`src/rtl/bprm_pkg.sv`:
```
// Package for the block peak and RMS level meter.
// Holds the input and result word types, the sequencer states and the fixed constants.
// No dependencies.
package bprm_pkg;

  localparam int unsigned SAMPLE_W = 24;
  localparam int unsigned CHAN_W   = 6;
  // A squared magnitude is at most 2^46, so it fits in 47 bits.
  localparam int unsigned SQ_W     = 47;

  localparam logic [SAMPLE_W-1:0] ONE_Q20    = 24'd1048576;
  localparam logic [SAMPLE_W-1:0] FULL_SCALE = 24'd8388608;

  typedef struct packed {
    logic signed [SAMPLE_W-1:0] sample;
    logic        [CHAN_W-1:0]   channel;
    logic                       block_end;
  } in_t;

  typedef struct packed {
    logic [CHAN_W-1:0]   out_channel;
    logic [SAMPLE_W-1:0] peak_level;
    logic [SAMPLE_W-1:0] rms_level;
    logic                clipped;
  } out_t;

  typedef enum logic [2:0] {
    ST_IDLE,
    ST_SQUARE,
    ST_ACCUM,
    ST_DIV,
    ST_SQRT,
    ST_EMIT
  } state_e;

endpackage

```
`src/rtl/block_peak_rms_meter.sv`:
```
// Block peak and RMS level meter: accumulates peak, sum of squares and count per block.
// Finishes a block with a restoring divide and a digit-by-digit square root on one
// shared compare-subtract unit. Depends on bprm_pkg.
//
// Samples (signed Q3.20) arrive one word at a time; a word whose channel is MAX_CHAN or
// higher is dropped. Any other word is latched, squared and accumulated in turn.
// A word with block_end set then runs the mean-of-squares divide, one quotient bit per
// cycle over 2*ceil((47+clog2(MAX_BLOCK))/2) bits, and the square root, one root bit per
// cycle over half as many steps, both on the same compare-subtract unit, and then loads
// the result register once it is free. The block takes no new sample while a word is in
// flight. The result register lets the next sample in while a finished result waits to
// be taken; a second block end stalls only if it is still full.
module block_peak_rms_meter #(
  parameter int unsigned MAX_CHAN  = 8,
  parameter int unsigned MAX_BLOCK = 4096
) (
  input  logic             clk_i,
  input  logic             rst_ni,
  input  logic             in_valid_i,
  output logic             in_ready_o,
  input  bprm_pkg::in_t    in_data_i,
  output logic             out_valid_o,
  input  logic             out_ready_i,
  output bprm_pkg::out_t   out_data_o
);

  localparam int unsigned CNT_W  = $clog2(2 * MAX_BLOCK);
  localparam int unsigned SUM_W  = bprm_pkg::SQ_W + $clog2(MAX_BLOCK);
  localparam int unsigned ROOT_W = (SUM_W + 1) / 2;
  localparam int unsigned WK_W   = 2 * ROOT_W;
  localparam int unsigned SH_W   = ROOT_W + 2;
  localparam int unsigned STEP_W = $clog2(WK_W);
  localparam int unsigned SW     = bprm_pkg::SAMPLE_W;

  localparam logic [CNT_W-1:0] CNT_MAX = CNT_W'(2 * MAX_BLOCK - 1);
  localparam logic [SUM_W:0]   SUM_MAX = ((SUM_W + 1)'(MAX_BLOCK) << bprm_pkg::SQ_W)
                                         - (SUM_W + 1)'(1);

  // Control and accumulator state
  bprm_pkg::state_e    state_q, state_d;
  logic                out_valid_q, out_valid_d;
  logic [SW-1:0]       peak_q, peak_d;
  logic [SUM_W-1:0]    sum_q, sum_d;
  logic [CNT_W-1:0]    cnt_q, cnt_d;

  // Payload and work registers
  logic [SW-1:0]                 mag_q, mag_d;
  logic [bprm_pkg::CHAN_W-1:0]   chan_q, chan_d;
  logic                          last_q, last_d;
  logic [bprm_pkg::SQ_W-1:0]     sq_q, sq_d;
  logic [SW-1:0]                 blk_peak_q, blk_peak_d;
  logic [bprm_pkg::CHAN_W-1:0]   blk_chan_q, blk_chan_d;
  logic [WK_W-1:0]               work_q, work_d;
  logic [SH_W-1:0]               rem_q, rem_d;
  logic [ROOT_W-1:0]             root_q, root_d;
  logic [CNT_W-1:0]              den_q, den_d;
  logic [STEP_W-1:0]             step_q, step_d;
  bprm_pkg::out_t                out_q, out_d;

  // Datapath helpers
  logic [SW-1:0]     mag_in;
  logic              chan_ok;
  logic [2*SW-1:0]   prod;
  logic [SW-1:0]     peak_new;
  logic [SUM_W:0]    sum_wide;
  logic [SUM_W-1:0]  sum_new;
  logic [CNT_W-1:0]  cnt_new;
  logic [SH_W-1:0]   den_ext;
  logic [SH_W-1:0]   op_a, op_b;
  logic [SH_W:0]     diff;
  logic              ge;
  logic [SW-1:0]     rms_clamped;

  // Magnitude of the incoming sample; the most negative code maps to full scale
  assign mag_in  = in_data_i.sample[SW-1] ? (SW'(0) - in_data_i.sample) : in_data_i.sample;
  assign chan_ok = {1'b0, in_data_i.channel} < (bprm_pkg::CHAN_W + 1)'(MAX_CHAN);

  // Square, running peak, saturating sum and count
  assign prod     = mag_q * mag_q;
  assign peak_new = (mag_q > peak_q) ? mag_q : peak_q;
  assign sum_wide = {1'b0, sum_q} + (SUM_W + 1)'(sq_q);
  assign sum_new  = (sum_wide > SUM_MAX) ? SUM_MAX[SUM_W-1:0] : sum_wide[SUM_W-1:0];
  assign cnt_new  = (cnt_q < CNT_MAX) ? (cnt_q + CNT_W'(1)) : cnt_q;

  // Shared compare-subtract unit: divide step or square-root step
  assign den_ext = {{(SH_W - CNT_W){1'b0}}, den_q};
  always_comb begin
    if (state_q == bprm_pkg::ST_SQRT) begin
      op_a = {rem_q[SH_W-3:0], work_q[WK_W-1:WK_W-2]};
      op_b = {root_q, 2'b01};
    end else begin
      op_a = {rem_q[SH_W-2:0], work_q[WK_W-1]};
      op_b = den_ext;
    end
  end
  assign diff = {1'b0, op_a} - {1'b0, op_b};
  assign ge   = ~diff[SH_W];

  // Limit the root to full scale
  assign rms_clamped = (root_q > ROOT_W'(bprm_pkg::FULL_SCALE)) ? bprm_pkg::FULL_SCALE
                                                                : root_q[SW-1:0];

  // Sequencer: next state and datapath loads
  always_comb begin
    state_d     = state_q;
    out_valid_d = out_valid_q;
    peak_d      = peak_q;
    sum_d       = sum_q;
    cnt_d       = cnt_q;
    mag_d       = mag_q;
    chan_d      = chan_q;
    last_d      = last_q;
    sq_d        = sq_q;
    blk_peak_d  = blk_peak_q;
    blk_chan_d  = blk_chan_q;
    work_d      = work_q;
    rem_d       = rem_q;
    root_d      = root_q;
    den_d       = den_q;
    step_d      = step_q;
    out_d       = out_q;
    in_ready_o  = 1'b0;

    // Drop the result once taken
    if (out_valid_q && out_ready_i) begin
      out_valid_d = 1'b0;
    end

    unique case (state_q)
      bprm_pkg::ST_IDLE: begin
        in_ready_o = 1'b1;
        if (in_valid_i && chan_ok) begin
          mag_d   = mag_in;
          chan_d  = in_data_i.channel;
          last_d  = in_data_i.block_end;
          state_d = bprm_pkg::ST_SQUARE;
        end
      end
      bprm_pkg::ST_SQUARE: begin
        sq_d    = prod[bprm_pkg::SQ_W-1:0];
        state_d = bprm_pkg::ST_ACCUM;
      end
      bprm_pkg::ST_ACCUM: begin
        if (last_q) begin
          // Hand the block to the divider and clear the accumulators
          blk_peak_d = peak_new;
          blk_chan_d = chan_q;
          work_d     = WK_W'(sum_new);
          den_d      = cnt_new;
          rem_d      = '0;
          step_d     = '0;
          peak_d     = '0;
          sum_d      = '0;
          cnt_d      = '0;
          state_d    = bprm_pkg::ST_DIV;
        end else begin
          peak_d  = peak_new;
          sum_d   = sum_new;
          cnt_d   = cnt_new;
          state_d = bprm_pkg::ST_IDLE;
        end
      end
      bprm_pkg::ST_DIV: begin
        // One quotient bit per cycle; quotient shifts in behind the dividend
        rem_d  = ge ? diff[SH_W-1:0] : op_a;
        work_d = {work_q[WK_W-2:0], ge};
        step_d = step_q + STEP_W'(1);
        if (step_q == STEP_W'(WK_W - 1)) begin
          rem_d   = '0;
          root_d  = '0;
          step_d  = '0;
          state_d = bprm_pkg::ST_SQRT;
        end
      end
      bprm_pkg::ST_SQRT: begin
        // One root bit per cycle from the top pair of the mean
        rem_d  = ge ? diff[SH_W-1:0] : op_a;
        root_d = {root_q[ROOT_W-2:0], ge};
        work_d = {work_q[WK_W-3:0], 2'b00};
        step_d = step_q + STEP_W'(1);
        if (step_q == STEP_W'(ROOT_W - 1)) begin
          state_d = bprm_pkg::ST_EMIT;
        end
      end
      bprm_pkg::ST_EMIT: begin
        // Load the result register once it is free
        if (!out_valid_q || out_ready_i) begin
          out_d.out_channel = blk_chan_q;
          out_d.peak_level  = blk_peak_q;
          out_d.rms_level   = rms_clamped;
          out_d.clipped     = blk_peak_q > bprm_pkg::ONE_Q20;
          out_valid_d       = 1'b1;
          state_d           = bprm_pkg::ST_IDLE;
        end
      end
      default: begin
        state_d = bprm_pkg::ST_IDLE;
      end
    endcase
  end

  // Control and accumulator registers
  always_ff @(posedge clk_i or negedge rst_ni) begin
    if (!rst_ni) begin
      state_q     <= bprm_pkg::ST_IDLE;
      out_valid_q <= 1'b0;
      peak_q      <= '0;
      sum_q       <= '0;
      cnt_q       <= '0;
    end else begin
      state_q     <= state_d;
      out_valid_q <= out_valid_d;
      peak_q      <= peak_d;
      sum_q       <= sum_d;
      cnt_q       <= cnt_d;
    end
  end

  // Payload and work registers
  always_ff @(posedge clk_i) begin
    mag_q      <= mag_d;
    chan_q     <= chan_d;
    last_q     <= last_d;
    sq_q       <= sq_d;
    blk_peak_q <= blk_peak_d;
    blk_chan_q <= blk_chan_d;
    work_q     <= work_d;
    rem_q      <= rem_d;
    root_q     <= root_d;
    den_q      <= den_d;
    step_q     <= step_d;
    out_q      <= out_d;
  end

  assign out_valid_o = out_valid_q;
  assign out_data_o  = out_q;

  // Accumulators stay within their saturation limits
  a_cnt_limit : assert property (@(posedge clk_i) disable iff (!rst_ni)
    cnt_q <= CNT_MAX)
    else $error("sample count above its limit");

  a_sum_limit : assert property (@(posedge clk_i) disable iff (!rst_ni)
    {1'b0, sum_q} <= SUM_MAX)
    else $error("square sum above its limit");

  // Divider remainder stays below a nonzero divisor
  a_div_rem : assert property (@(posedge clk_i) disable iff (!rst_ni)
    (state_q == bprm_pkg::ST_DIV) |-> (den_q != '0) && (rem_q < den_ext))
    else $error("divider remainder out of range");

  // Results never exceed full scale and the clip flag follows the peak
  a_rms_range : assert property (@(posedge clk_i) disable iff (!rst_ni)
    out_valid_o |-> (out_data_o.rms_level <= bprm_pkg::FULL_SCALE))
    else $error("rms above full scale");

  a_clip_flag : assert property (@(posedge clk_i) disable iff (!rst_ni)
    out_valid_o |-> (out_data_o.clipped == (out_data_o.peak_level > bprm_pkg::ONE_Q20)))
    else $error("clip flag disagrees with peak");

endmodule
```
`config.mk`:
```
export PLATFORM = sky130hd
export DESIGN_NAME = block_peak_rms_meter
export DESIGN_NICKNAME = d
export VERILOG_FILES = /design/src/rtl/bprm_pkg.sv /design/src/rtl/block_peak_rms_meter.sv
export SDC_FILE = /design/constraint.sdc
export NUM_CORES = 2
export LEC_CHECK = 0
export BUFFER_PORTS_ARGS = -buffer_cell sky130_fd_sc_hd__buf_2
export CAP_MARGIN = 20
export CELL_PAD_IN_SITES_DETAIL_PLACEMENT = 1
export CELL_PAD_IN_SITES_GLOBAL_PLACEMENT = 2
export CORE_UTILIZATION = 38
export DETAILED_ROUTE_END_ITERATION = 8
export PLACE_DENSITY = 0.8
export REMOVE_ABC_BUFFERS = 1
export SLEW_MARGIN = 30
export SYNTH_ARGS = -nofsm -noshare
export SYNTH_HDL_FRONTEND = slang
export SYNTH_SLANG_ARGS = --single-unit
```
`constraint.sdc`:
```
create_clock -name clk_i -period 9.56 [get_ports clk_i]
set_clock_uncertainty 0.2 [all_clocks]
set_input_delay 1.912 -clock clk_i [delete_from_list [all_inputs] [get_ports clk_i]]
set_output_delay 1.912 -clock clk_i [all_outputs]
set_load 0.01 [all_outputs]
```
; Yosys cells after proc, flatten, opt, wreduce, memory -nomap -nowiden
; Cells that the tools add are included.
[totals]
register_bits = 403
input_bits = 35
out_inout_bits = 57
[op_classes]
add_sub_neg = 5
mul = 1
order_cmp = 6
n_eq_ne = 12
muxes = 30
bitwise = 1
reduce_logical = 13
[ops]
columns = operator, n
row1 = $pmux 60 s3, 1
row2 = $mux 59, 2
row3 = $mux 31, 3
row4 = $pmux 31 s3, 1
row5 = $mux 32, 2
row6 = $add 59x47->60, 1
row7 = $gt 60x59->1 const B, 1
row8 = $mux 60, 1
row9 = $pmux 30 s2, 1
row10 = $mux 24, 2
row11 = $mul 24x24->47, 1
row12 = $sub 32x32->33, 1
row13 = $gt 30x24->1 const B, 1
row14 = $mux 30, 1
row15 = $mux 13, 2
row16 = $gt 24x21->1 const B, 1
row17 = $gt 24x24->1, 1
row18 = $sub 1x24->24 const A, 1
row19 = $mux 23, 1
row20 = $pmux 3 s6, 1
row21 = $pmux 6 s3, 1
row22 = $add 13x1->13 const B, 1
row23 = $lt 13x13->1 const B, 1
row24 = $mux 3, 4
row25 = 21 further kinds, 35

; Logic depth before layout (Yosys ltp)
[depth]
ltp_word = 6
mapped_depth = 29

; Least setup slack after synthesis
; Ideal clock, no wire load.
[synth_path]
path_kind = reg2reg
startpoint = register state_q[1]
endpoint = register rem_q[0] (enable)
setup_time_ns = 0.695
arrival_time_ns = 7.944
t_required_ns = 8.665
slack_ns = 0.721
stages_incl_launch_ff = 4
n_path_buf = 1
period_less_slack_ns = 8.839
cell_sequence = dfrtp_1 clkbuf_1 clkinv_1 o31ai_1
[synth_via]
elab_chain_cells = 3
[synth_rtl]
columns = element, line
row1 = from (decl), block_peak_rms_meter.sv:40  ; bprm_pkg::state_e state_q, state_d;
row2 = from (signal assigned), block_peak_rms_meter.sv:205  ; state_q <= bprm_pkg::ST_IDLE;
row3 = from (signal assigned), block_peak_rms_meter.sv:211  ; state_q <= state_d;
row4 = $eq 3x2->1 / $eq 3x3->1 (equally long branches), block_peak_rms_meter.sv:129  ; unique case (state_q)
row5 = $ne 2x2->1 (no source line) / $reduce_bool 3->1 (equally long branches), -
row6 = $reduce_and 2->1 (no source line) (*), -
row7 = to (signal assigned), block_peak_rms_meter.sv:228  ; rem_q <= rem_d;
row8 = to (decl), block_peak_rms_meter.sv:54  ; logic [SH_W-1:0] rem_q, rem_d;
; Every way passes the cells marked *; elsewhere a longest branch is shown, timed or not.
; A chain may end at the register's enable or synchronous reset.

; Worst setup path after layout
[layout_path]
startpoint = register mag_q[1]
endpoint = register sq_q[43] (netlist name) (data pin)
[layout_via]
elab_chain_cells = 1
[layout_rtl]
columns = element, line
row1 = from (decl), block_peak_rms_meter.sv:47  ; logic [SW-1:0] mag_q, mag_d;
row2 = from (signal assigned), block_peak_rms_meter.sv:221  ; mag_q <= mag_d;
row3 = $mul 24x24->47, block_peak_rms_meter.sv:79  ; assign prod = mag_q * mag_q;
row4 = net prod[43], block_peak_rms_meter.sv:63  ; logic [2*SW-1:0] prod;
row5 = to (signal assigned), block_peak_rms_meter.sv:224  ; sq_q <= sq_d;
row6 = to (decl), block_peak_rms_meter.sv:50  ; logic [bprm_pkg::SQ_W-1:0] sq_q, sq_d;
; The timed path passes the listed nets, and every way through them passes these cells.

==> key figures <==
Outcome
  • Status: complete, no violations

Floorplan
  • Row count: roughly 120
  • Die ar.: about 0.10 mm²
  • Die H: ~320 µm
  • Starting density of the core: 0.384
  • Core Area: between 0.09 and 0.1 mm²
  • Ports: 92
  • Die width: 318 µm

Power and ir drop
  • Total chip power: about 15 mW
  • Internal power: between 7 and 8 mW
  • Comb pwr share: 0.647
  • Part of the power in registers: 0.223
  • Sw frac: 0.479
  • Clock power share: 0.130
  • Pwr dens: 352 mW/mm²
  • LEAKAGE: just under 20 nW
  • VDD IR-drop max: around 0.34 mV
  • Switching power: roughly 7 mW

Clock tree
  • Cts repair resizes: 0
  • Sink Count: 402
  • CTS Hold Buffers Added: 0
  • CTS Buf Count: 48
  • CTS tree: yes
  • Worst-Skew Late Latency: around 0.67 ns
  • Clk buf depth: 3
  • CTS clk-pin slew, worst paths: 0.06 ns
  • Root buffer cell: clkbuf_16
  • Post-CTS Setup Inserts: 0
  • H-tree levels: 2

Route
  • Number of remaining DRC errors: 0
  • Detail Route Antenna Nets: 0
  • Highest routed layer: met4
  • DR iter-0 viols: 1659
  • Via count: about 27000
  • Per-cell routed wire length: between 20 and 25 µm
  • Via density: 5.30
  • Met3 Wirelength: about 3.5 mm
  • DRT Pass-1 Iters: 5
  • Post-Route M1 WL: 46.9 mm
  • Met2 wire len: 53.3 mm
  • Post-Route WL: 106 mm

Flow run
  • Max-cap violation count: 0

Synth
  • Post-Syn Area per Cell: 9.89 µm²
  • Synth cell types: approximately 80
  • Ys async rst share: 0.249
  • Largest area contributor in the netlist: edfxtp_1
  • Yosys reg bits: 402
  • Synth Warn #: 0
  • EDFF count, synth: 302
  • Mapped Area: about 0.038 mm²
  • Synth top area cells: edfxtp_1 24%, fa_1 23%, ha_1 9.1%
  • Area share of the largest cell type after synthesis: 0.239
  • Sequential area share after synthesis: 0.306
  • Synth Instances: between 3000 and 4000
  • Top FF cell, synth: edfxtp_1

Global route
  • First-pass GRT wire length: about 170 mm
  • Largest net degree at the start of global routing: roughly 70
  • Initial antenna violation count: 1
  • Global Route Usage Sum: 0.212
  • GRT overflow: 0
  • Vias in the first global route: around 30000

Timing
  • Worst slew margin: 0.359
  • RSZ-0062 raised after global routing: no
  • Max Slew Vio Count: 0
  • Final hold violations: 0
  • Fin Setup TNS: 0 ns
  • Final WS setup: 1.04 ns
  • Period minus WS final: around 8.5 ns
  • Setup-failing EPs final: 0
  • Slew @ Worst Pin: slightly below 1 ns
  • Max Clk Rate: roughly 120 MHz
  • Crit share post-route: 0.891

Setup path
  • Crit path max-delay family: adder cells
  • Worst path required time: around 10 ns
  • CP Max Fanout: 21
  • CP Launch Type: flop
  • CP bufs+invs: 5
  • Crit-path slowest cell: edfxtp_1
  • CP max stage delay: ~1 ns
  • Most used cell, CP: fa_1
  • CP startpoint: mag_q[1]$_DFFE_PP_
  • Crit path DAT: 8.75 ns
  • RR Startpoint: mag_q[1]$_DFFE_PP_
  • Worst setup EP type: flop
  • Setup CP Type: flop to flop

Cells and area
  • Area Growth Syn to Fin: 9.36%
  • Ratio of cells with drive above 1 in the final layout: 0.0673
  • # nets final: 4596
  • Fillers: between 10000 and 15000

Placement
  • Post-Place Worst Slack: around 1.1 ns
  • Global placement routability congestion: roughly 0.85
  • PortBufs: between 90 and 100
  • DPL Wire Length: a little over 80 mm

Hold path
  • Hold path start: blk_chan_q[4]$_DFFE_PP_
  • Worst hold path type: flop to flop
## state kept, by name (all words and copies together), names as in the netlist
signal	count
blk_chan_q	6
chan_q	6
sq_q	46
cnt_q	13
peak_q	24
step_q	6
root_q	30
blk_peak_q	24
out_valid_o	1
last_q	1
rem_q	31
mag_q	24
state_q	3
work_q	60
den_q	13
out_data_o	55
sum_q	59
## power groups by stage
stage	combinational (mW)	clock [mW]	sequential (mW)
2_1_floorplan	6.76	0	3.17
3_3_place_gp	9.31	0	3.27
3_5_place_dp	9.50	0	3.28
4_1_cts	9.56	1.94	3.25
5_1_grt	10.6	2.01	3.30
6_report	9.44	1.89	3.25
## layer usage
metal,GRT usage,vias up
li1,-,12800
met1,0.281,14100
met2,0.372,439
met3,0.0225,113
met4,0.0466,0
met5,0,-
## cell families (layout without fill, tap and decap cells)
kind of cell	Yosys count	in the layout	synth area share
AO/OA/AOI/OAI	749	749	0.129
XOR/XNOR	150	150	0.0347
adder cells (fa/ha/maj)	706	706	0.319
buffers and inverters	823	888	0.0824
flip-flops	402	402	0.306
multiplexers	22	22	0.00588
other	0	1	0
AND/OR/NAND/NOR	978	978	0.124
## synthesized netlist by cell type (all sizes together) (20+ instances only)
master and count:
and3 50, clkbuf 142, a22oi 61, o22ai 24, inv 655, nand2 399, buf 25, o21ai 168
a21o 103, o21a 20, dfrtp 100, nand2b 20, nor3 46, o31ai 20, nor2 138, xor2 53
a21oi 197, ha 275, xnor2 97, fa 431, nor2b 24, a221o 22, nand4 22, edfxtp 302
and2 163, mux2i 20, nand3 59
## cell type report
cell class | instances | area [µm²] | area share
multi-input cells | 2605 | 23300 | 0.562
flip-flops and latches | 402 | 11600 | 0.279
inverters | 656 | 2460 | 0.0594
well taps | 1287 | 1610 | 0.0389
clock buffers | 67 | 1390 | 0.0335
repair buffers | 142 | 848 | 0.0205
clock inverters | 23 | 263 | 0.00634
diodes | 1 | 2.50 | 0.0000604
## metrics by stage
stage               hold slack [ns]  instances   util  area [µm²]
finish                        0.219       5183  0.420       41400
global placement              0.200       5092  0.403       39800
CTS                           0.221       5182  0.420       41400
floorplan                     0.200       3663      -       37200
global route                  0.226       5182  0.420       41400
detailed placement            0.206       5092  0.403       39800
## path summary, 6_finish.rpt
| path | end | cells after the start | slack, ns |
|---|---|---|---|
| min in group asynchronous | cnt_q[0]$_DFFE_PN0P_ | 1 | 1.08 |
| worst min-delay path | out_data_o[53]$_DFFE_PP_ | 0 | 0.22 |
| worst max register to register | sq_q[43]$_DFFE_PP_ | 25 | 1.04 |
| worst min register to register | out_data_o[53]$_DFFE_PP_ | 0 | 0.22 |
| worst max-delay path | sq_q[43]$_DFFE_PP_ | 25 | 1.04 |
| max in group asynchronous | sum_q[34]$_DFFE_PN0P_ | 2 | 6.87 |
## layout by cell type, fill, tap and decap left out, types with 16 or more instances in the layout
cell       synthesis  layout
inv_1            655     654
fa_1             431     431
nand2_1          399     396
edfxtp_1         302     302
ha_1             275     275
a21oi_1          197     196
and2_1           163     162
o21ai_0          160     159
nor2_1           138     135
a21o_1           103     103
dfrtp_1          100     100
xnor2_1           97      97
buf_2             11      90
a22oi_1           61      61
nand3_1           58      57
xor2_1            53      53
clkbuf_16          0      51
and3_1            50      50
buf_4              1      50
nor3_1            46      42
nor2b_1           24      24
o22ai_1           24      24
nand4_1           22      22
a221o_1           22      22
o21a_1            20      20
nand2b_1          20      20
mux2i_1           20      20
o21bai_1          18      18
a211oi_1          17      17
o31ai_1           18      17
nor4_1            17      16
a31oi_1           16      16
Note: power is estimated with default switching activity, not from simulation.
